## config.mk

```make
export PLATFORM = sky130hd
export DESIGN_NAME = delayed_task_wakeup_timer
export DESIGN_NICKNAME = d
export VERILOG_FILES = /design/src/rtl/dtwt_pkg.sv /design/src/rtl/delayed_task_wakeup_timer.sv /design/src/rtl/dtwt_ram.sv
export SDC_FILE = /design/constraint.sdc
export NUM_CORES = 1
export LEC_CHECK = 0
export BUFFER_PORTS_ARGS = -buffer_cell sky130_fd_sc_hd__buf_2
export CORE_ASPECT_RATIO = 0.75
export CORE_MARGIN = 5
export CORE_UTILIZATION = 40
export CTS_CLUSTER_DIAMETER = 60
export DETAILED_ROUTE_END_ITERATION = 6
export PLACE_DENSITY = 0.53
export SLEW_MARGIN = 20
export SYNTH_ARGS = -nofsm -noshare
export SYNTH_HDL_FRONTEND = slang
export SYNTH_HIERARCHICAL = 1
export SYNTH_SLANG_ARGS = --single-unit
```

## constraint.sdc

```tcl
create_clock -name i_clk -period 6.6 [get_ports i_clk]
set_input_delay 0.33 -clock i_clk [delete_from_list [all_inputs] [get_ports i_clk]]
set_output_delay 0.33 -clock i_clk [all_outputs]
set_load 0.01 [all_outputs]
```

## src/rtl/dtwt_pkg.sv

```systemverilog
package dtwt_pkg;

    localparam int MAX_TASKS_DEF   = 16;
    localparam int PRIO_LEVELS_DEF = 32;
    localparam int TICK_BITS_DEF   = 32;

    localparam int TASK_W  = 4;
    localparam int PRIO_W  = 5;
    localparam int DELAY_W = 32;
    localparam int TNOW_W  = 32;
    localparam int KIND_W  = 2;

    localparam logic FUNC_TICK  = 1'b0;
    localparam logic FUNC_DELAY = 1'b1;

    localparam logic [KIND_W-1:0] KIND_WOKEN   = 2'd0;
    localparam logic [KIND_W-1:0] KIND_SUMMARY = 2'd1;
    localparam logic [KIND_W-1:0] KIND_ACK     = 2'd2;

    typedef struct packed {
        logic               func;
        logic [TASK_W-1:0]  task_id;
        logic [PRIO_W-1:0]  task_prio;
        logic [DELAY_W-1:0] delay_ticks;
        logic [PRIO_W-1:0]  running_priority;
    } t_in;

    typedef struct packed {
        logic [KIND_W-1:0] kind;
        logic [TASK_W-1:0] woken_task;
        logic [PRIO_W-1:0] woken_priority;
        logic              preempts;
        logic [TNOW_W-1:0] tick_now;
        logic              last;
    } t_out;

endpackage

```

## src/rtl/delayed_task_wakeup_timer.sv

```systemverilog
// Delay list for blocked tasks. A delay request (start with func 1) is acknowledged on
// the next cycle. When no task is due, a tick goes straight to its summary result.
// When the tick wraps the counter or reaches the next wake time, the block scans the
// task store through its single read port, one entry a cycle; each scan either wakes
// one task or ends the pass. Results leave as one-cycle strobes on o_res_valid that
// the receiver cannot stall, woken tasks first, earliest wake time first (ties by task
// index), then the tick summary marked last; busy stays high until the last result
// has been shown.
module delayed_task_wakeup_timer #(
    parameter int MAX_TASKS       = dtwt_pkg::MAX_TASKS_DEF,
    parameter int PRIORITY_LEVELS = dtwt_pkg::PRIO_LEVELS_DEF,
    parameter int TICK_BITS       = dtwt_pkg::TICK_BITS_DEF
) (
    input  logic           i_clk,
    input  logic           i_rst_n,
    input  logic           start,
    output logic           busy,
    input  dtwt_pkg::t_in  i_item,
    input  logic           i_cfg_wr_en,
    input  logic           i_cfg_wr_data,
    output logic           o_res_valid,
    output dtwt_pkg::t_out o_res
);

    localparam int TIDW = $clog2(MAX_TASKS);
    localparam int CNTW = $clog2(MAX_TASKS + 1);
    localparam int PW   = dtwt_pkg::PRIO_W;
    localparam int MW   = TICK_BITS + PW;
    localparam logic [TICK_BITS-1:0] TICK_ONES = '1;
    localparam logic [CNTW-1:0]      IDX_END   = CNTW'(MAX_TASKS);

    typedef enum logic [1:0] {
        S_IDLE,
        S_SCAN,
        S_DECIDE,
        S_SUMMARY
    } t_state;

    t_state                r_state;
    logic [TICK_BITS-1:0]  r_tick;
    logic [TICK_BITS-1:0]  r_next_wake;
    logic [MAX_TASKS-1:0]  r_waiting;
    logic [MAX_TASKS-1:0]  r_tag;
    logic                  r_cur_tag;
    logic                  r_time_slicing;
    logic [PW-1:0]         r_rprio;
    logic                  r_resched;
    logic [CNTW-1:0]       r_idx;
    logic                  r_cmp_vld;
    logic [TIDW-1:0]       r_cmp_idx;
    logic                  r_found;
    logic [TIDW-1:0]       r_best_idx;
    logic [TICK_BITS-1:0]  r_best_wake;
    logic [PW-1:0]         r_best_prio;
    logic                  r_out_vld;
    dtwt_pkg::t_out        r_out;

    logic                  accept;
    logic                  is_delay;
    logic [TICK_BITS-1:0]  tick_inc;
    logic                  tick_wrap;
    logic [TICK_BITS-1:0]  req_wake;
    logic [PW-1:0]         tprio_c;
    logic [PW-1:0]         rprio_c;
    logic                  tid_ok;
    logic [TIDW-1:0]       tid_idx;
    logic                  ram_wr_en;
    logic                  ram_rd_en;
    logic [MW-1:0]         rd_data;
    logic [TICK_BITS-1:0]  rd_wake;
    logic [PW-1:0]         rd_prio;
    logic                  better;
    logic                  pre;

    assign busy      = (r_state != S_IDLE);
    assign accept    = start && !busy;
    assign is_delay  = (i_item.func != dtwt_pkg::FUNC_TICK);
    assign tick_inc  = r_tick + TICK_BITS'(1);
    assign tick_wrap = (tick_inc == '0);
    assign req_wake  = r_tick + TICK_BITS'(i_item.delay_ticks);
    assign tid_ok    = 32'(i_item.task_id) < 32'(MAX_TASKS);
    assign tid_idx   = TIDW'(i_item.task_id);

    assign tprio_c = (32'(i_item.task_prio) >= 32'(PRIORITY_LEVELS)) ?
                     PW'(PRIORITY_LEVELS - 1) : i_item.task_prio;
    assign rprio_c = (32'(i_item.running_priority) >= 32'(PRIORITY_LEVELS)) ?
                     PW'(PRIORITY_LEVELS - 1) : i_item.running_priority;

    assign ram_wr_en = accept && is_delay && tid_ok;
    assign ram_rd_en = (r_state == S_SCAN) && (r_idx != IDX_END);

    dtwt_ram #(
        .DEPTH(MAX_TASKS),
        .WIDTH(MW)
    ) u_store (
        .i_clk     (i_clk),
        .i_wr_en   (ram_wr_en),
        .i_wr_addr (tid_idx),
        .i_wr_data ({tprio_c, req_wake}),
        .i_rd_en   (ram_rd_en),
        .i_rd_addr (r_idx[TIDW-1:0]),
        .o_rd_data (rd_data)
    );

    assign rd_wake = rd_data[TICK_BITS-1:0];
    assign rd_prio = rd_data[MW-1:TICK_BITS];
    assign better  = r_cmp_vld && r_waiting[r_cmp_idx] && (r_tag[r_cmp_idx] == r_cur_tag)
                     && (!r_found || (rd_wake < r_best_wake));
    assign pre     = (r_rprio > r_best_prio);

    always_ff @(posedge i_clk) begin
        if (!i_rst_n) begin
            r_state        <= S_IDLE;
            r_tick         <= '0;
            r_next_wake    <= TICK_ONES;
            r_waiting      <= '0;
            r_tag          <= '0;
            r_cur_tag      <= 1'b0;
            r_time_slicing <= 1'b0;
            r_resched      <= 1'b0;
            r_idx          <= '0;
            r_cmp_vld      <= 1'b0;
            r_found        <= 1'b0;
            r_out_vld      <= 1'b0;
        end else begin
            r_out_vld <= 1'b0;
            if (i_cfg_wr_en) begin
                r_time_slicing <= i_cfg_wr_data;
            end
            unique case (r_state)
                S_IDLE: begin
                    if (accept) begin
                        if (is_delay) begin
                            if (tid_ok) begin
                                r_waiting[tid_idx] <= 1'b1;
                                if (req_wake < r_tick) begin
                                    r_tag[tid_idx] <= ~r_cur_tag;
                                end else begin
                                    r_tag[tid_idx] <= r_cur_tag;
                                    if (req_wake < r_next_wake) begin
                                        r_next_wake <= req_wake;
                                    end
                                end
                            end
                            r_out_vld            <= 1'b1;
                            r_out.kind           <= dtwt_pkg::KIND_ACK;
                            r_out.woken_task     <= '0;
                            r_out.woken_priority <= '0;
                            r_out.preempts       <= 1'b0;
                            r_out.tick_now       <= dtwt_pkg::TNOW_W'(r_tick);
                            r_out.last           <= 1'b1;
                        end else begin
                            r_tick    <= tick_inc;
                            r_rprio   <= rprio_c;
                            r_resched <= 1'b0;
                            if (tick_wrap) begin
                                r_cur_tag <= ~r_cur_tag;
                            end
                            if (tick_wrap || (tick_inc >= r_next_wake)) begin
                                r_state   <= S_SCAN;
                                r_idx     <= '0;
                                r_found   <= 1'b0;
                                r_cmp_vld <= 1'b0;
                            end else begin
                                r_state <= S_SUMMARY;
                            end
                        end
                    end
                end
                S_SCAN: begin
                    if (better) begin
                        r_found     <= 1'b1;
                        r_best_idx  <= r_cmp_idx;
                        r_best_wake <= rd_wake;
                        r_best_prio <= rd_prio;
                    end
                    if (r_idx != IDX_END) begin
                        r_idx     <= r_idx + CNTW'(1);
                        r_cmp_vld <= 1'b1;
                        r_cmp_idx <= r_idx[TIDW-1:0];
                    end else begin
                        r_cmp_vld <= 1'b0;
                        r_state   <= S_DECIDE;
                    end
                end
                S_DECIDE: begin
                    priority if (!r_found) begin
                        r_next_wake <= TICK_ONES;
                        r_state     <= S_SUMMARY;
                    end else if (r_tick < r_best_wake) begin
                        r_next_wake <= r_best_wake;
                        r_state     <= S_SUMMARY;
                    end else begin
                        r_waiting[r_best_idx] <= 1'b0;
                        r_resched             <= r_resched | pre;
                        r_out_vld             <= 1'b1;
                        r_out.kind            <= dtwt_pkg::KIND_WOKEN;
                        r_out.woken_task      <= dtwt_pkg::TASK_W'(r_best_idx);
                        r_out.woken_priority  <= r_best_prio;
                        r_out.preempts        <= pre;
                        r_out.tick_now        <= dtwt_pkg::TNOW_W'(r_tick);
                        r_out.last            <= 1'b0;
                        r_state               <= S_SCAN;
                        r_idx                 <= '0;
                        r_found               <= 1'b0;
                    end
                end
                S_SUMMARY: begin
                    r_out_vld            <= 1'b1;
                    r_out.kind           <= dtwt_pkg::KIND_SUMMARY;
                    r_out.woken_task     <= '0;
                    r_out.woken_priority <= '0;
                    r_out.preempts       <= r_resched | r_time_slicing;
                    r_out.tick_now       <= dtwt_pkg::TNOW_W'(r_tick);
                    r_out.last           <= 1'b1;
                    r_state              <= S_IDLE;
                end
            endcase
        end
    end

    assign o_res_valid = r_out_vld;
    assign o_res       = r_out;

`ifndef NO_ASSERTIONS
    a_woken_not_last: assert property (@(posedge i_clk) disable iff (!i_rst_n)
        (o_res_valid && (o_res.kind == dtwt_pkg::KIND_WOKEN)) |-> !o_res.last)
        else $error("woken-task transaction marked last");

    a_tick_only_on_accept: assert property (@(posedge i_clk) disable iff (!i_rst_n)
        (!(accept && !is_delay)) |=> $stable(r_tick))
        else $error("tick counter moved without a tick transaction");

    a_done_with_last: assert property (@(posedge i_clk) disable iff (!i_rst_n)
        ($past(i_rst_n) && $fell(busy)) |-> (o_res_valid && o_res.last))
        else $error("busy dropped without a last transaction");
`endif

endmodule

```

## src/rtl/dtwt_ram.sv

```systemverilog
module dtwt_ram #(
    parameter int DEPTH = dtwt_pkg::MAX_TASKS_DEF,
    parameter int WIDTH = dtwt_pkg::TICK_BITS_DEF + dtwt_pkg::PRIO_W,
    localparam int AW = $clog2(DEPTH)
) (
    input  logic             i_clk,
    input  logic             i_wr_en,
    input  logic [AW-1:0]    i_wr_addr,
    input  logic [WIDTH-1:0] i_wr_data,
    input  logic             i_rd_en,
    input  logic [AW-1:0]    i_rd_addr,
    output logic [WIDTH-1:0] o_rd_data
);

    logic [WIDTH-1:0] r_mem [DEPTH];
    logic [WIDTH-1:0] r_rd_data;

    always_ff @(posedge i_clk) begin
        if (i_wr_en) begin
            r_mem[i_wr_addr] <= i_wr_data;
        end
    end

    always_ff @(posedge i_clk) begin
        if (i_rd_en) begin
            r_rd_data <= r_mem[i_rd_addr];
        end
    end

    assign o_rd_data = r_rd_data;

endmodule

```

; ---- Yosys cells after proc, flatten, opt, wreduce, memory -nomap -nowiden
; Memory sizes are Yosys's and may differ from the RTL's. A register that Yosys moved wholly into a read port is not among the register bits.
; Cells that the tools add are included.
[op_classes]
bitwise_logic = 7
div_mod_pow = 0
n_eq_ne = 17
n_mux = 63
order_cmp = 11
n_reduce_logical = 33
n_addsub = 3
n_shift = 0
mul = 0
[ops]
columns = operator, n
row1 = 32-bit 2-to-1 mux, 6
row2 = 45-bit 2-to-1 mux, 4
row3 = 45-bit one-hot mux with 3 select lines, 1
row4 = 32-bit less-than comparator, 4
row5 = 16-bit 2-to-1 mux, 5
row6 = 32-bit one-hot mux with 2 select lines, 1
row7 = "32-bit by 1-bit adder with 32-bit output, second input constant", 1
row8 = 32-bit adder, 1
row9 = 16-bit bitwise mux, 2
row10 = 32-bit >= comparator, 1
row11 = 32-bit zero test, 1
row12 = 16-bit one-hot mux with 2 select lines, 1
row13 = 5-bit 2-to-1 mux, 6
row14 = 1-bit 2-to-1 mux, 21
row15 = "2-bit != test, second input constant", 10
row16 = 16-bit bitwise AND, 1
row17 = 16-bit NOT, 1
row18 = 16-bit bitwise OR, 1
row19 = "4-bit by 5-bit less-than comparator with 1-bit output, second input constant", 3
row20 = 5-bit one-hot mux with 3 select lines, 1
row21 = 3-bit AND reduction, 5
row22 = 5-bit AND reduction, 3
row23 = 2-bit 2-to-1 mux, 6
row24 = 4-bit AND reduction, 3
row25 = other kinds (24), 45
[totals]
out_inout_bits = 47
regBits = 204
inputBits = 52
mem_bits_ro = 0
latchBits = 0
memories = 1
elab_cells = 158
ramBits = 592
[memory_table]
columns = name, words, word_bits, rd, rd_ports_with_merged_regs, write_ports, line_no
row1 = u_store.r_mem, 16, 37, 1, 1, 1, dtwt_ram.sv:15  ; logic [WIDTH-1:0] r_mem [DEPTH];

; ---- Longest topological paths before layout
[logic_depth]
ltp_word = 9
mapped_depth = 23
ltp_nobuf = 22

; ---- By module
; The synthesis kept the hierarchy.
[by_module_without_submodules]
columns = mod, cells_each, area_each_um2, seq_area_each_um2, instances
row1 = dtwt_ram, 963, 23312.4, 18888.1, 1
row2 = delayed_task_wakeup_timer, 1539, 14181.1, 5034.8, 1

; ---- Least setup slack after synthesis
; Ideal clock, no wire load.
[synth_timing]
path_type = flip-flop to flip-flop
start = reg r_tick[0]
end = reg r_next_wake[30]
path_stages_with_launch = 22
path_buffers = 1
setup_ns = 0.079
arrival_ns = 5.141
period_less_slack_ns = 5.220
required_time_ns = 6.521
setup_slack_ns = 1.380
cell_sequence = dfxtp_1 -> ha_1 -> inv_1 -> fa_1 -> nor2b_1 -> o2111ai_1 -> a311oi_1 -> o21ai_0 -> a21oi_1 -> nor2_1 -> xnor2_1 -> ha_1 -> nand2_1 -> nor2_1 -> a211oi_1 -> o21ai_0 -> or4b_2 -> a211oi_1 -> o21ai_1 -> clkbuf_1 -> o2bb2ai_1 -> a22oi_1
[synth_via]
elab_cells_between_ends = 13
cone_classes = add/sub: 1 / order compare: 3 / eq/ne: 3 / mux: 5 / reduce/logical: 1
[synth_lines]
columns = item, line_no
row1 = from (decl), delayed_task_wakeup_timer.sv:40  ; logic [TICK_BITS-1:0] r_tick;
row2 = from (signal assigned), delayed_task_wakeup_timer.sv:153  ; r_tick <= tick_inc;
row3 = 32-bit adder (*), delayed_task_wakeup_timer.sv:80  ; assign req_wake = r_tick + TICK_BITS'(i_item.delay_ticks);
row4 = named net req_wake[26], delayed_task_wakeup_timer.sv:62  ; logic [TICK_BITS-1:0] req_wake;
row5 = "32-bit less-than comparator, on equally long branches", "delayed_task_wakeup_timer.sv:140, delayed_task_wakeup_timer.sv:136"
row6 = 2-bit != test (no source line), -
row7 = 6-bit AND reduction (no source line) (*), -
row8 = to (signal assigned), delayed_task_wakeup_timer.sv:141  ; r_next_wake <= req_wake;
row9 = to (signal assigned), delayed_task_wakeup_timer.sv:191  ; r_next_wake <= r_best_wake;
row10 = to (decl), delayed_task_wakeup_timer.sv:41  ; logic [TICK_BITS-1:0] r_next_wake;
; Mark *: on every way through the listed nets, which the timed path passes. The rest lies on a longest branch. The select of a mux whose other input is x is not followed.
; A chain may end at the register's enable or synchronous reset.

; ---- Worst setup path in the final report
[layout_timing]
start = reg r_tick[1]
end = reg r_tag[1]
[layout_via]
elab_chain_cells = 3
[layout_rtl]
columns = item, line_no
row1 = 32-bit adder, delayed_task_wakeup_timer.sv:80
row2 = named net req_wake[30], delayed_task_wakeup_timer.sv:62
row3 = 32-bit less-than comparator, delayed_task_wakeup_timer.sv:136  ; if (req_wake < r_tick) begin
row4 = 16-bit 2-to-1 mux, delayed_task_wakeup_timer.sv:136
row5 = "to (signal, indexed assignment)", delayed_task_wakeup_timer.sv:137  ; r_tag[tid_idx] <= ~r_cur_tag;
row6 = "to (signal, indexed assignment)", delayed_task_wakeup_timer.sv:139  ; r_tag[tid_idx] <= r_cur_tag;
row7 = to (decl), delayed_task_wakeup_timer.sv:43  ; logic [MAX_TASKS-1:0] r_tag;
; The timed path passes the listed nets, and every way through them passes these cells.

==> run metrics <==
count leader, synth=edfxtp_1; cts bufs inserted=88; cell count after placement=about 3800; Post-synth EDFFs=between 700 and 800; Commonest cells post-synth=724 x edfxtp_1, 198 x ha_1, 157 x mux4_2, 134 x nand2_1, 128 x inv_1; Synth Net Count=2753; FF-to-FF setup slack=0.51 ns; drt pass-1 iters=5; core box area=93210 sq um; Setup-failing EPs final=0; setup bufs post-CTS=0; R2R depth=20; DR vias/cell=5.676; Yosys top cell area share=0.5799; RSZ-0062 raised after global routing=false; normalized max-slew margin=0.2780; Mapped Cells=~2500; Row Count=97; post-route ant nets=0; DP Wirelength=approximately 60000 um; Final Net Count=2929; initial antenna violation count=3; H-tree depth=3; CTS root buffer=clkbuf_16; post-synthesis compound-gate area fraction=0.09004; Storage cell area=approximately 24000 sq um; WL per Instance=24.63 um; Yosys top cell by area=edfxtp_1; PortBufs=98; Sink Count=833; CP bufs+invs=2; combinational share of power=0.129; vias in the first global route=between 20000 and 25000; status=finished clean; WHS=0.05717 ns; Worst setup SP type=register; Fmax achieved=~160 MHz; Hold WC Path Type=in -> reg; Max VDD drop=between 0.00015 and 0.0002 V; crit-path leading delay family=simple AND/OR/NAND/NOR gates; Synth Area in Adders=0.06661; internal power=0.009407 W; Critical R2R Launch=r_tick[1]; Iteration-0 DRC Markers=~2100; Worst Tran Pin Value=between 1 and 1.5 ns; YS warnings=6; drt total wl=98090 um; post-layout total power=approximately 0.013 W; Worst Setup Path Type=reg -> reg; Crit path arrival time=approximately 6.6 ns; final period utilization=0.9223; first-pass GRT wire length=around 150000 um; switch share=0.2555; top_reg_cell synth=edfxtp_1; clock latency on the worst-skew pair=around 0.66 ns; clock transition at the registers of the reported paths=roughly 0.060 ns; GP Congestion=between 0.8 and 0.9; Bufs on Longest Clock Path=3; Critical Path RT=7.14 ns; Starting Density=0.4022; Die Wd=between 300 and 400 um; Hold Crit Depth=1; mux cell area share after synthesis=0.09594; syn_area_per_cell=roughly 15 sq um; largest net degree at the start of global routing=86; max-slew violations=0; register area share after synthesis=0.6381; DRC viols=0; setup TNS=0 ns; flops & latches, synth=~830; share of layout cells above drive strength 1=0.1873; CP endpoint kind=register; Mapped Area=roughly 37000 sq um; Hold Path Origin=i_item[40]; worst min-delay path endpoint=u_store/r_mem[2][35]; ys async rst share=0; Clk pwr share=0.374; fin crit period=just over 6 ns; I/O pin count=99; CP peak stage delay=between 0.5 and 0.6 ns; Cell Chain, Critical Path=inv_1 -> fa_1 -> nor2b_1 -> o2111ai_1 -> a311oi_1 -> o21ai_0 -> a21oi_1 -> nor2_1 -> o21ai_0 -> xnor2_1 -> inv_1 -> ha_1 -> and3_1 -> nand4_1 -> or4_1 -> or3_1 -> and2_1 -> xnor2_1 -> nand2_1 -> o311a_1; Final Hold Fails=0; crit path max-delay cell type=or4_1; Netlist cell types=76; largest family of logic cells by synthesized area=multiplexers; largest cells by area after synthesis=edfxtp_1 58%, mux4_2 9.4%, ha_1 6.6%; switching power=between 0.003 and 0.004 W; CTS tree=yes; crit path max fanout=16; DR vias=around 23000; final std cells w/o fill=3983; chip height=275.1 um; Die ar.=100000 sq um; r2r endpoint=r_tag[1]; post-synthesis xor/xnor area fraction=0.02149; number of fillers in the final layout=~8100; Seq pwr share=0.497; PD cells=around 300 nW/um^2; Layout area overhead=13.98%; Max-Cap Viols=0; global route overflow=0; combined area of the multi-input logic cells=12750 sq um; total track usage=0.1949; P_leak=15.12 nW; Layout Skew=~0.022 ns; PostCTS Resize Cnt=0; post-synthesis simple-gate area fraction=0.06154
[layer usage]
layer | up-vias | share of wire | GRT usage
met5 | - | 0 | 0
met1 | 11540 | 0.47 | 0.2885
met2 | 695 | 0.44 | 0.2989
met3 | 156 | 0.059 | 0.02954
li1 | 10220 | - | -
met4 | 0 | 0.029 | 0.05918
[worst reg2reg max path: stages (launching register included)]
cell and delay, ns:
dfxtp_1 0.52, inv_1 0.11, fa_1 0.46, nor2b_1 0.20
o2111ai_1 0.28, a311oi_1 0.47, o21ai_0 0.25, a21oi_1 0.27
nor2_1 0.10, o21ai_0 0.22, xnor2_1 0.22, inv_1 0.14
ha_1 0.32, and3_1 0.18, nand4_1 0.11, or4_1 0.54
or3_1 0.41, and2_1 0.21, xnor2_1 0.16, nand2_1 0.36
o311a_1 0.46
[power by group through the flow]
| stage | sequential, W | clock [W] | combinational (W) |
|---|---|---|---|
| 2_1_floorplan | 0.00633 | 0 | 0.00108 |
| 3_3_place_gp | 0.00638 | 0 | 0.00159 |
| 3_5_place_dp | 0.00639 | 0 | 0.00163 |
| 4_1_cts | 0.00628 | 0.00486 | 0.00164 |
| 5_1_grt | 0.00630 | 0.00509 | 0.00180 |
| 6_report | 0.00627 | 0.00473 | 0.00163 |
[registers in the layout, indices dropped and copies added, names as in the netlist, 16 cells and up]
| register | cells |
|---|---|
| r_tag | 16 |
| o_res | 45 |
| u_store/r_mem | 592 |
| r_waiting | 16 |
| r_tick | 32 |
| r_best_wake | 32 |
| r_next_wake | 32 |
| u_store/o_rd_data | 37 |
[cell families after synthesis]
| logic type | Yosys count |
|---|---|
| xor+xnor | 92 |
| fa+ha+maj | 199 |
| mux | 163 |
| flops | 833 |
| buf+inv | 238 |
| simple gates | 473 |
| compound gates | 504 |
[layout by cell type, fill, tap and decap left out, types with 88 or more instances in the layout]
| master | count |
|---|---|
| edfxtp_1 | 724 |
| ha_1 | 197 |
| mux4_2 | 157 |
| nand2_1 | 134 |
| inv_1 | 127 |
| nor2_1 | 108 |
| dfxtp_1 | 107 |
| a21oi_1 | 102 |
| buf_2 | 98 |
| clkbuf_16 | 90 |
| buf_4 | 88 |
[through the flow]
stage	setup slack, ns	util	cell area [sq um]
floorplan	1.380	-	37490
global route	0.1046	0.4584	42730
CTS	0.4179	0.4584	42730
detailed placement	0.4371	0.4281	39900
finish	0.5131	0.4585	42730
global placement	0.5696	0.4281	39900
[layout make-up]
class | instances | area share
multi-input cells | 1431 | 0.2984
well taps | 1237 | 0.03622
diodes | 2 | 0.0001171
clock buffers | 108 | 0.05475
repair buffers | 195 | 0.02951
inverters | 129 | 0.01133
clock inverters | 48 | 0.009720
flip-flops and latches | 833 | 0.5600
[worst max-delay path by stage]
stage | startpoint | end | slack [ns] | cells past startpoint
floorplan | r_tick[0] | r_next_wake[30] | 1.38 | 21
global placement | i_item[5] | r_next_wake[17] | 0.57 | 24
detailed placement | i_item[8] | r_tag[1] | 0.44 | 20
CTS | r_tick[1] | r_tag[1] | 0.42 | 20
global route | r_tick[1] | r_next_wake[18] | 0.10 | 23
finish | r_tick[1] | r_tag[1] | 0.51 | 20
[what timing repair did]
action,CTS,global route
setup endpoints to repair,0,0
endpoints found under the hold margin,6,0
hold buffers,7,0
Power figures use the tool's default switching activity.
